--- config.mk ---
export PLATFORM = sky130hd
export DESIGN_NAME = mtc_div
export DESIGN_NICKNAME = d
export VERILOG_FILES = /design/src/rtl/mtc_div.sv
export SDC_FILE = /design/constraint.sdc
export NUM_CORES = 1
export LEC_CHECK = 0
export BUFFER_PORTS_ARGS = -buffer_cell sky130_fd_sc_hd__buf_4
export CAP_MARGIN = 30
export CORE_UTILIZATION = 55
export DETAILED_ROUTE_END_ITERATION = 8
export PLACE_DENSITY = 0.81
export SLEW_MARGIN = 30
export SYNTH_ARGS = -nofsm -noshare
export SYNTH_HDL_FRONTEND = slang
export SYNTH_SLANG_ARGS = --single-unit
--- constraint.sdc ---
create_clock -name aclk -period 4.1 [get_ports aclk]
set_clock_uncertainty 0.05 [all_clocks]
set_input_delay 0.82 -clock aclk [delete_from_list [all_inputs] [get_ports aclk]]
set_output_delay 0.82 -clock aclk [all_outputs]
set_load 0.05 [all_outputs]
--- src/rtl/mtc_div.sv ---
// Restoring divider, one quotient bit per cycle, 32-bit divisor.
// No package dependencies.
module mtc_div #(
    parameter int NW = 49
) (
    input  logic          aclk,
    input  logic          aresetn,
    input  logic          start,
    input  logic [NW-1:0] num,
    input  logic [31:0]   den,
    output logic          busy,
    output logic [NW-1:0] quot
);

    localparam int CW = $clog2(NW + 1);

    logic [CW-1:0] cnt_reg;
    logic [31:0]   rem_reg;
    logic [NW-1:0] qn_reg;
    logic [32:0]   rem_sh, diff;
    logic          ge;

    assign rem_sh = {rem_reg, qn_reg[NW-1]};
    assign diff   = rem_sh - {1'b0, den};
    assign ge     = rem_sh >= {1'b0, den};

    always_ff @(posedge aclk) begin
        if (!aresetn) begin
            cnt_reg <= '0;
        end else if (start) begin
            cnt_reg <= CW'(NW);
        end else if (cnt_reg != '0) begin
            cnt_reg <= cnt_reg - CW'(1);
        end
    end

    always_ff @(posedge aclk) begin
        if (start) begin
            rem_reg <= '0;
            qn_reg  <= num;
        end else if (cnt_reg != '0) begin
            rem_reg <= ge ? diff[31:0] : rem_sh[31:0];
            qn_reg  <= {qn_reg[NW-2:0], ge};
        end
    end

    assign busy = cnt_reg != '0;
    assign quot = qn_reg;

endmodule

; After elaboration in Yosys (flattened, before gate mapping)
; Cells that the tools add are included.
[classes]
addsub = 2
magnitude_cmp = 1
muxes = 5
bitwise = 1
n_reduce_logical = 3
[op_table]
columns = op, count
row1 = 49-bit 2-to-1 mux, 2
row2 = 33-bit by 32-bit >= comparator with 1-bit output, 1
row3 = 32-bit 2-to-1 mux, 1
row4 = 32-bit subtractor, 1
row5 = 6-bit 2-to-1 mux, 2
row6 = 6-bit nonzero test, 1
row7 = "6-bit by 1-bit subtractor with 6-bit output, second input constant", 1
row8 = 2-bit nonzero test, 1
row9 = 2-bit OR reduction, 1
row10 = 1-bit NOT, 1
[totals]
register_bits = 87
in_bits = 84
out_inout_bits = 50
wordCells = 16

; Logic depth before layout (Yosys ltp)
[depth]
depth_word = 3
mapped_depth = 12
depth_no_buf = 11

; Worst setup path after synthesis
; OpenSTA, ideal clock, no wires.
[synth_path]
kind = in2reg
start = input den[2]
end = register rem_reg[30]
setup_ps = 92
arrival_time_ps = 2990
slack_ps = 968
path_stages = 10
path_buffers = 0
path_cell_list = inv_1 > ha_1 > nor2b_1 > o2111ai_1 > a21oi_1 > nor4_1 > a21oi_1 > o31ai_1 > mux2_2 > o32ai_1
[synth_via]
elab_chain_cells = 2
[synth_rtl]
columns = element, line_no
row1 = start: declaration, 10  ; input logic [31:0] den,
row2 = 32-bit subtractor or 33-bit by 32-bit >= comparator with 1-bit output (tied branches), "24, 25"
row3 = 32-bit 2-to-1 mux (*), 42  ; rem_reg <= ge ? diff[31:0] : rem_sh[31:0];
row4 = end signal: assignment, 42
row5 = end: declaration, 18  ; logic [31:0] rem_reg;
; Mark *: on every way between the ends. The rest lies on a longest branch, timed or not.
; A chain may end at the register's enable or synchronous reset.

; Final worst setup path
[layout_path]
start = register cnt_reg[0]
end = output busy
[layout_via]
elab_chain_cells = 1
[layout_rtl]
columns = element, line_no
row1 = start: declaration, 17  ; logic [CW-1:0] cnt_reg;
row2 = start signal: assignment, 31  ; cnt_reg <= CW'(NW);
row3 = start signal: assignment, 33  ; cnt_reg <= cnt_reg - CW'(1);
row4 = 6-bit nonzero test, 47  ; assign busy = cnt_reg != '0;
row5 = end: declaration, 11  ; output logic busy,
; Every way passes these cells.

==> impl_metrics.ini <==
[outcome]
outcome = finished, final reports clean

[grt]
grt_pass1_wl_um = 25120
grt_pass1_vias = 5155
track_usage_pct = 28.64
grt_overflow = 0
antenna_found_initial = 0
grt_max_degree = 51

[cts]
cts_repair_resize_count = 0
insertion_delay_ns = 0.38
clock_sinks = 87
cts_root_buffer = clkbuf_8
postCtsSetupRepairBufs = 0
htreeDepth = 3
ctsLongestPathBuffers = 2
holdBufCountCts = 0
cts_tree = done
cts_made_buffers = 9
clkTransAtPathRegs_ns = 0.09

[logic_synthesis]
synth-seq-area-share_pct = 37.65
synth_top_area_share_pct = 24.82
ys_ff_latch = 87
yosys-top-cells-count = mux2_2, edfxtp_1, nor2_1
ys_top_cells_by_area = edfxtp_1, dfxtp_1, mux2_2
synth_area_leader_cell = edfxtp_1
yosys_warnings = 0
synthCells = 628
synth-edff-count = 49
ys.flop_type = edfxtp_1
syn-num-nets = 746
syn_area_um2 = 5928
synth_most_common_cell = mux2_2
syn_avg_cell_area_um2 = 9.440
synthDistinctLibCells = 69
async_flop_share_pct = 0

[layout]
drive_above_1_share_pct = 29.48
fin_nets = 866
finalInstanceArea_um2 = 7188
largest_reg_flops = 49
diodes = 0
syn_to_final_growth_pct = 21.25

[floorplan]
fp.dieW_um = 105.8
die_y_um = 105.8
ios = 134
rows = 37
core_area_um2 = 10370
die_area_um2 = 11200
initial_core_util_pct = 57.17

[worst_setup_path]
required_ns = 3.23
r2r_setup_slack_ns = 0.95
r2r-start = quot[48]
path_max_fanout = 12
reg2reg_depth = 10
crit_arrival_ns = 2.52
end_kind = output pin
rr_endpoint = rem_reg[29]
path_class = flop to output pin
cp-start-kind = flop

[sta]
tightest_slew_ns = 0.6973
timing_hold_violations_final = 0
maxSlewViolCount = 0
fmax_ghz = 0.2946
min_period_ns = 3.395
rsz0062_at_grt = no
setup_tns_ns = 0
finalSetupViolations = 0
finalCritPeriodShare_pct = 82.80
maxSlewHeadroom_pct = 52.91

[detailed_routing]
drc = 0
wl_um = 15620
dr.first_iter.drc_count = 416
antenna_left = 0
wire_per_inst_um = 17.57
first_pass_iters = 5
vias_per_cell = 5.996
vias = 5330

[min_path]
hp-class = flop to flop
hold_start = rem_reg[12]
min_to = rem_reg[12]
whs_path_depth = 2

[power_and_ir_drop]
power_density_nw_per_um2 = 424.1
p_leak_nw = 3.126
irDropWorstVdd_mv = 0.3386

[job]
maxCapViolCount = 0

[place]
io_buffer_count = 133
dp_hpwl_um = 11690
placed_cell_area_um2 = 7007
gp_congestion = 0.9428
-- cells by family (layout without fill, tap and decap cells) --
group           Yosys count  count (layout)  synth area share (%)
compound gates          163             163                 17.98
simple gates            174             174                 15.22
fa+ha+maj                34              34                 7.303
buf+inv                  76             201                 5.445
mux                      69              69                 12.71
flops                    87              87                 37.65
xor+xnor                 25              25                 3.694
-- layer usage --
| metal | vias to the layer above | GRT usage (%) | share of wire (%) |
|---|---|---|---|
| met5 | - | 0 | 0 |
| met4 | 0 | 12.10 | 2.0 |
| met3 | 25 | 6.679 | 8.0 |
| met2 | 222 | 44.82 | 46 |
| met1 | 2516 | 37.92 | 44 |
| li1 | 2567 | - | - |
-- placed cells by master, fill, tap and decap left out, types with 14 or more instances in the layout --
cell,Yosys,routed
buf_4,0,141
mux2_2,50,50
edfxtp_1,49,49
nor2_1,45,45
nand2_1,44,44
inv_1,42,41
a21oi_1,40,40
dfxtp_1,38,38
ha_1,33,33
o21ai_0,29,29
mux2i_1,19,19
a211oi_1,16,16
a31oi_1,14,14
xnor2_1,14,14
-- final cells by class --
| type | instances | area (µm²) |
|---|---|---|
| Tap cell | 136 | 170.2 |
| Sequential cell | 87 | 2232 |
| Timing Repair Buffer | 141 | 1059 |
| Inverter | 44 | 172.7 |
| Fill cell | 843 | 3182 |
| Multi-Input combinational cell | 465 | 3381 |
| Clock inverter | 6 | 46.29 |
| Clock buffer | 10 | 127.6 |
-- per-stage QoR --
| stage | hold WS, ns | setup WS (ns) | utilization, % | instances | total power [mW] |
|---|---|---|---|---|---|
| final | 0.4402 | 0.7051 | 69.32 | 889 | 3.049 |
| after global routing | 0.4818 | 0.5281 | 69.32 | 889 | 3.206 |
| after CTS | 0.4488 | 0.6579 | 69.24 | 889 | 3.046 |
| after detailed placement | 0.4323 | 0.4455 | 67.57 | 873 | 2.478 |
| after global placement | 0.4233 | 0.6196 | 67.54 | 873 | 2.444 |
| after floorplan | 0.4001 | 0.9676 | - | 628 | 2.105 |
-- report_power, final --
group	leakage, nW	switching (mW)	total (mW)	internal, mW
combinational	2.22	0.829	1.32	0.486
clock	0.0833	0.341	0.566	0.225
sequential	0.823	0.0902	1.17	1.08
total	3.13	1.26	3.05	1.79
-- worst max-delay path by stage --
| stage | cells past startpoint | start | to | slack, ns |
|---|---|---|---|---|
| after detailed placement | 11 | den[12] | rem_reg[29] | 0.45 |
| final | 7 | cnt_reg[0] | busy | 0.71 |
| after floorplan | 10 | den[2] | rem_reg[30] | 0.97 |
| after global placement | 11 | den[4] | rem_reg[29] | 0.62 |
| after CTS | 7 | cnt_reg[0] | busy | 0.66 |
| after global routing | 7 | cnt_reg[0] | busy | 0.53 |
-- critical path, cell delays in order, from the launching register on --
cell      delay (ns)
dfxtp_1         0.34
inv_1           0.06
ha_1            0.20
or3b_2          0.48
nor3_1          0.15
buf_4           0.23
clkinv_1        0.36
buf_4           0.33
Note: power is estimated with default switching activity, not from simulation.
