## src/rtl/mtc_isqrt.sv

```systemverilog
// Iterative integer square root, two radicand bits per cycle.
// No package dependencies.
module mtc_isqrt (
    input  logic        aclk,
    input  logic        aresetn,
    input  logic        start,
    input  logic [63:0] val,
    output logic        busy,
    output logic [31:0] root
);

    logic [63:0] rad_reg;
    logic [34:0] rem_reg;
    logic [31:0] root_reg;
    logic [5:0]  cnt_reg;
    logic [34:0] rem_sh, trial;
    logic        ge;

    assign rem_sh = {rem_reg[32:0], rad_reg[63:62]};
    assign trial  = {1'b0, root_reg, 2'b01};
    assign ge     = rem_sh >= trial;

    always_ff @(posedge aclk) begin
        if (!aresetn) begin
            cnt_reg <= '0;
        end else if (start) begin
            cnt_reg <= 6'd32;
        end else if (cnt_reg != '0) begin
            cnt_reg <= cnt_reg - 6'd1;
        end
    end

    always_ff @(posedge aclk) begin
        if (start) begin
            rad_reg  <= val;
            rem_reg  <= '0;
            root_reg <= '0;
        end else if (cnt_reg != '0) begin
            rad_reg  <= {rad_reg[61:0], 2'b00};
            rem_reg  <= ge ? (rem_sh - trial) : rem_sh;
            root_reg <= {root_reg[30:0], ge};
        end
    end

    assign busy = cnt_reg != '0;
    assign root = root_reg;

endmodule

```

## config.mk

```make
export PLATFORM = sky130hd
export DESIGN_NAME = mtc_isqrt
export DESIGN_NICKNAME = d
export VERILOG_FILES = /design/src/rtl/mtc_isqrt.sv
export SDC_FILE = /design/constraint.sdc
export NUM_CORES = 1
export LEC_CHECK = 0
export ABC_AREA = 1
export BUFFER_PORTS_ARGS = -buffer_cell sky130_fd_sc_hd__buf_4
export CAP_MARGIN = 10
export CORE_MARGIN = 2
export CORE_UTILIZATION = 60
export CTS_BUF_LIST = sky130_fd_sc_hd__clkbuf_4 sky130_fd_sc_hd__clkbuf_8
export DETAILED_ROUTE_END_ITERATION = 16
export GPL_ROUTABILITY_DRIVEN = 0
export PLACE_DENSITY_LB_ADDON = 0.2
export RECOVER_POWER = 50
export REMOVE_ABC_BUFFERS = 1
export SYNTH_ARGS = -nofsm -noshare
export SYNTH_HDL_FRONTEND = slang
export SYNTH_SLANG_ARGS = --single-unit
```

## constraint.sdc

```tcl
create_clock -name aclk -period 3.8 [get_ports aclk]
set_input_delay 1.14 -clock aclk [delete_from_list [all_inputs] [get_ports aclk]]
set_output_delay 1.14 -clock aclk [all_outputs]
set_load 0.02 [all_outputs]
```

* Word-level counts from Yosys, hierarchy flattened
Index checks and enable logic that the tools add are counted.
W data, S select, Z words.
** Operators by class
- Bitwise gates (word level) :: 1
- $add $sub $neg :: 2
- Order comparisons :: 1
- Reduce and logical (&&, ||, !) cells :: 3
- Mux-type cells :: 5
** Operators by type and width (number)
- $mux W64 :: 2
- $ge A35 B34 Y1 :: 1
- $mux W33 :: 1
- $sub A33 B33 Y33 :: 1
- $mux W6 :: 2
- $reduce_bool A6 Y1 :: 1
- $sub A6 B1 Y6 const B :: 1
- $reduce_bool A2 Y1 :: 1
- $reduce_or A2 Y1 :: 1
- $not A1 Y1 :: 1
** Word-level totals
- Input bits :: 67
- Flip-flop bits (word level) :: 135
- Output and inout bits :: 33
- Word-level logic and storage cells :: 17

* Depth between registers and ports, before layout
- Word-level depth :: 3
- Gate-level depth with buffers :: 17
- Depth with buffers taken out :: 16

* Least setup slack after synthesis
OpenSTA, ideal clock, no wires.
- Path type :: input-to-reg
- From :: input port start
- To :: register rad_reg[0] (enable)
- Buffers on the path :: 2
- Setup time :: 0.396 ns
- Data required time :: 3.404 ns
- Stages on the path :: 4
- Arrival time :: 2.421 ns
- Slack :: 0.984 ns
- Path through :: clkbuf_1 nor2_4 inv_2 buf_2
** On the way
- Longest elaborated chain between the ends :: 1
** RTL lines
- start: declaration :: RTL line 6 : input logic start,
- $reduce_bool A2 Y1 (no line)
- end signal: assignment :: RTL line 35 : rad_reg <= val;
- end signal: assignment :: RTL line 39 : rad_reg <= {rad_reg[61:0], 2'b00};
- end: declaration :: RTL line 12 : logic [63:0] rad_reg;
Every way passes these cells.
A chain may end at the register's enable or synchronous reset.

* Worst setup path in the final report
- From :: register cnt_reg[0]
- To :: register root_reg[21], in the netlist root[21]
** On the way
- Longest elaborated chain between the ends :: 1
** RTL lines
- start: declaration :: RTL line 15 : logic [5:0] cnt_reg;
- start signal: assignment :: RTL line 29 : cnt_reg <= cnt_reg - 6'd1;
- $reduce_bool A6 Y1 :: RTL line 38 : end else if (cnt_reg != '0) begin
- end signal: assignment :: RTL line 41 : root_reg <= {root_reg[30:0], ge};
- end: declaration :: RTL line 14 : logic [31:0] root_reg;
Every way passes these cells.

==> flow_summary_export.csv <==
group,metric,value,unit
detailed_routing,via_count,7600,
critical_path,path_cells,"inv_1, ha_1, nand2_1, or2_0, nor2_4, inv_1, nand2_1, clkbuf_1, o22ai_1",
logic_synthesis,synth_ff_type,"dfxtp_1",
pwr,ir_drop,0.0003191,V
clocking,cts_buffer_depth,2,
critical_path,cp-end-kind,"register",
sta,worstMarginPinSlew,1761,ps
finish,final_core_util,0.6939,
min_path,hold_class,"reg2reg",
critical_path,crit_arrival,3450,ps
global_route,grt_pass1_wl,32290,µm
critical_path,cp_num_buf_inv,3,
global_route,grt_pass1_vias,7107,
pwr,power,7.429,mW
finish,final_cell_mix,"nand2_1 (489), inv_1 (172), nand3_1 (91)",
placed_design,port_buffers,99,
sta,period_share,0.8387,
critical_path,crit_family,"buffers and inverters",
clocking,cts_max_level,4,
sta,fin_tns_setup,0,ps
detailed_routing,via_per_inst,5.270,
global_route,grt_usage,0.2810,
clocking,cts_sinks,135,
finish,n_antenna_cell,0,
global_route,antenna_found_initial,0,
finish,final_common_cell,"nand2_1",
critical_path,path_class,"reg2reg",
logic_synthesis,syn_avg_cell_area,6.959,µm²
detailed_routing,wl_per_cell,13.61,µm
status,violations,"capacitance limit, slew limit",
critical_path,critPathRequiredTime,4070,ps
finish,area_delta_synth_final,13.10,%
clocking,post_cts_resized,0,
finish,layout-drive-gt1-share,0.09716,
logic_synthesis,synth_top_area_share,0.2375,
clocking,cts_hold_buf,0,
pwr,p_per_area,811.7,mW/mm²
sta,setup_violations,0,
logic_synthesis,synth_edf_count,64,
logic_synthesis,ys_seq_elements,135,
detailed_routing,antenna_left,0,
sta,fin_skew,11.02,ps
detailed_routing,firstDrtPassIters,8,
placed_design,dpl.hpwl,14030,µm
critical_path,cpPeakStageDelay,1280,ps
critical_path,start_kind,"register",
clocking,clock_latency,470,ps
flow_run,maxCapViolCount,2,
placed_design,post_dp_cell_area,0.008924,mm²
logic_synthesis,ys_top_cells_by_area,"edfxtp_1 (24%), nand2_1 (23%), dfxtp_1 (18%)",
clocking,cts_buffers,17,
floorplan,rows,42,
detailed_routing,drc,0,
sta,hold_viol_final,0,
pwr,power.leakage,4.729,nW
logic_synthesis,synth.distinct_cells,38,
floorplan,die_y,120.1,µm
logic_synthesis,synth_seq_area_share,0.4131,
logic_synthesis,yosysTopAreaCell,"edfxtp_1",
detailed_routing,drtIter0Drc,563,
clocking,cts_tree,"yes",
floorplan,dieWidth,120.1,µm
clocking,cts-root-buf,"clkbuf_8",
floorplan,coreArea,0.01319,mm²
status,status,"finished, violations left",
sta,slew-limit-headroom,-0.1737,
global_route,grt_max_degree,68,
sta,rsz0062_at_grt,"no",
floorplan,num_io_pins,100,
logic_synthesis,ys_async_sr_fraction,0,
sta,fin_crit,3187,ps
logic_synthesis,synth_cells,1163,
clocking,cts_setup_buffers,0,
critical_path,slowest_stage,"clkbuf_1",
critical_path,worstPathMaxFanout,31,
floorplan,start_util,0.6135,
finish,final_area,0.009153,mm²
sta,fmax,313.8,MHz
global_route,grt-ovfl-total,0,
logic_synthesis,netlist_area,0.008093,mm²
detailed_routing,wirelength,19620,µm
clocking,clk_pin_slew_worst_paths,80,ps
floorplan,die-area,0.01443,mm²
finish,fin_nets,1355,
finish,largest_reg_flops,64,
sta,slew_violations,78,
logic_synthesis,synth_warnings,0,
per-layer routing:
layer  global-route usage  vias to the layer above  share of wire
met3              0.07795                       62          0.077
li1                     -                     3845              -
met5                    0                        -              0
met4               0.1353                        0          0.033
met1               0.3650                     3417           0.44
met2               0.4329                      276           0.45
synthesized netlist by cell type, types with 2 or more instances:
library cell	n
nand2_1	488
inv_1	170
nand3_1	91
dfxtp_1	71
edfxtp_1	64
nor2_1	58
ha_1	35
o22ai_1	32
a21oi_1	27
o21ai_0	15
xnor2_1	13
clkbuf_1	11
buf_2	9
nand3b_1	9
buf_1	7
buf_6	7
nand4_1	7
nor2_2	6
inv_2	5
o21ai_1	5
o21bai_1	4
and2_1	3
nand2_2	3
nor2_4	3
nor3_1	3
xor2_1	3
nand2_4	2
nand3_2	2
worst paths after layout:
check	slack (ps)	cells past startpoint	startpoint	end
setup / recovery	610	9	cnt_reg[0]$_SDFFE_PP0P_	root[21]$_SDFFE_PP0P_
hold / removal	470	2	rem_reg[31]$_SDFFE_PP0P_	rem_reg[31]$_SDFFE_PP0P_
setup reg to reg	610	9	cnt_reg[0]$_SDFFE_PP0P_	root[21]$_SDFFE_PP0P_
hold reg to reg	470	2	rem_reg[31]$_SDFFE_PP0P_	rem_reg[31]$_SDFFE_PP0P_
cell type report:
cell class | instances | area, µm²
fill | 1144 | 4038
multi-input combinational | 817 | 3887
sequential | 135 | 3343
timing repair buffer | 106 | 674.4
inverter | 176 | 661.9
clock buffer | 18 | 241.5
tap | 176 | 220.2
clock inverter | 14 | 123.9
power breakdown:
group / internal (mW) / switching, mW / total [mW]
clock network: 0.528 / 0.608 / 1.14
logic: 1.44 / 2.82 / 4.26
registers: 1.89 / 0.143 / 2.03
cells by family (layout without fill, tap and decap cells):
kind of cell | Yosys count | in the layout | synth area share
AO/OA/AOI/OAI | 86 | 86 | 0.06030
XOR/XNOR | 16 | 16 | 0.01732
adder cells (fa/ha/maj) | 35 | 35 | 0.05411
buffers and inverters | 211 | 314 | 0.1062
flip-flops | 135 | 135 | 0.4131
AND/OR/NAND/NOR | 680 | 680 | 0.3490
stage by stage:
| stage | cells | hold slack (ps) | worst slack, ps |
|---|---|---|---|
| after floorplan | 1128 | 429.8 | 1061 |
| after global placement | 1410 | 439.4 | 1279 |
| after detailed placement | 1410 | 457.2 | 1165 |
| after CTS | 1442 | 469.3 | 747.5 |
| after global routing | 1442 | 493.7 | 370.0 |
| final | 1442 | 468.5 | 612.9 |
tightest hold or removal path: cells and delay by family (launching register included):
family | cells | cell delay, ps
flip-flops | 1 | 320
AND/OR/NAND/NOR | 2 | 110
(Power assumes the default switching activity.)
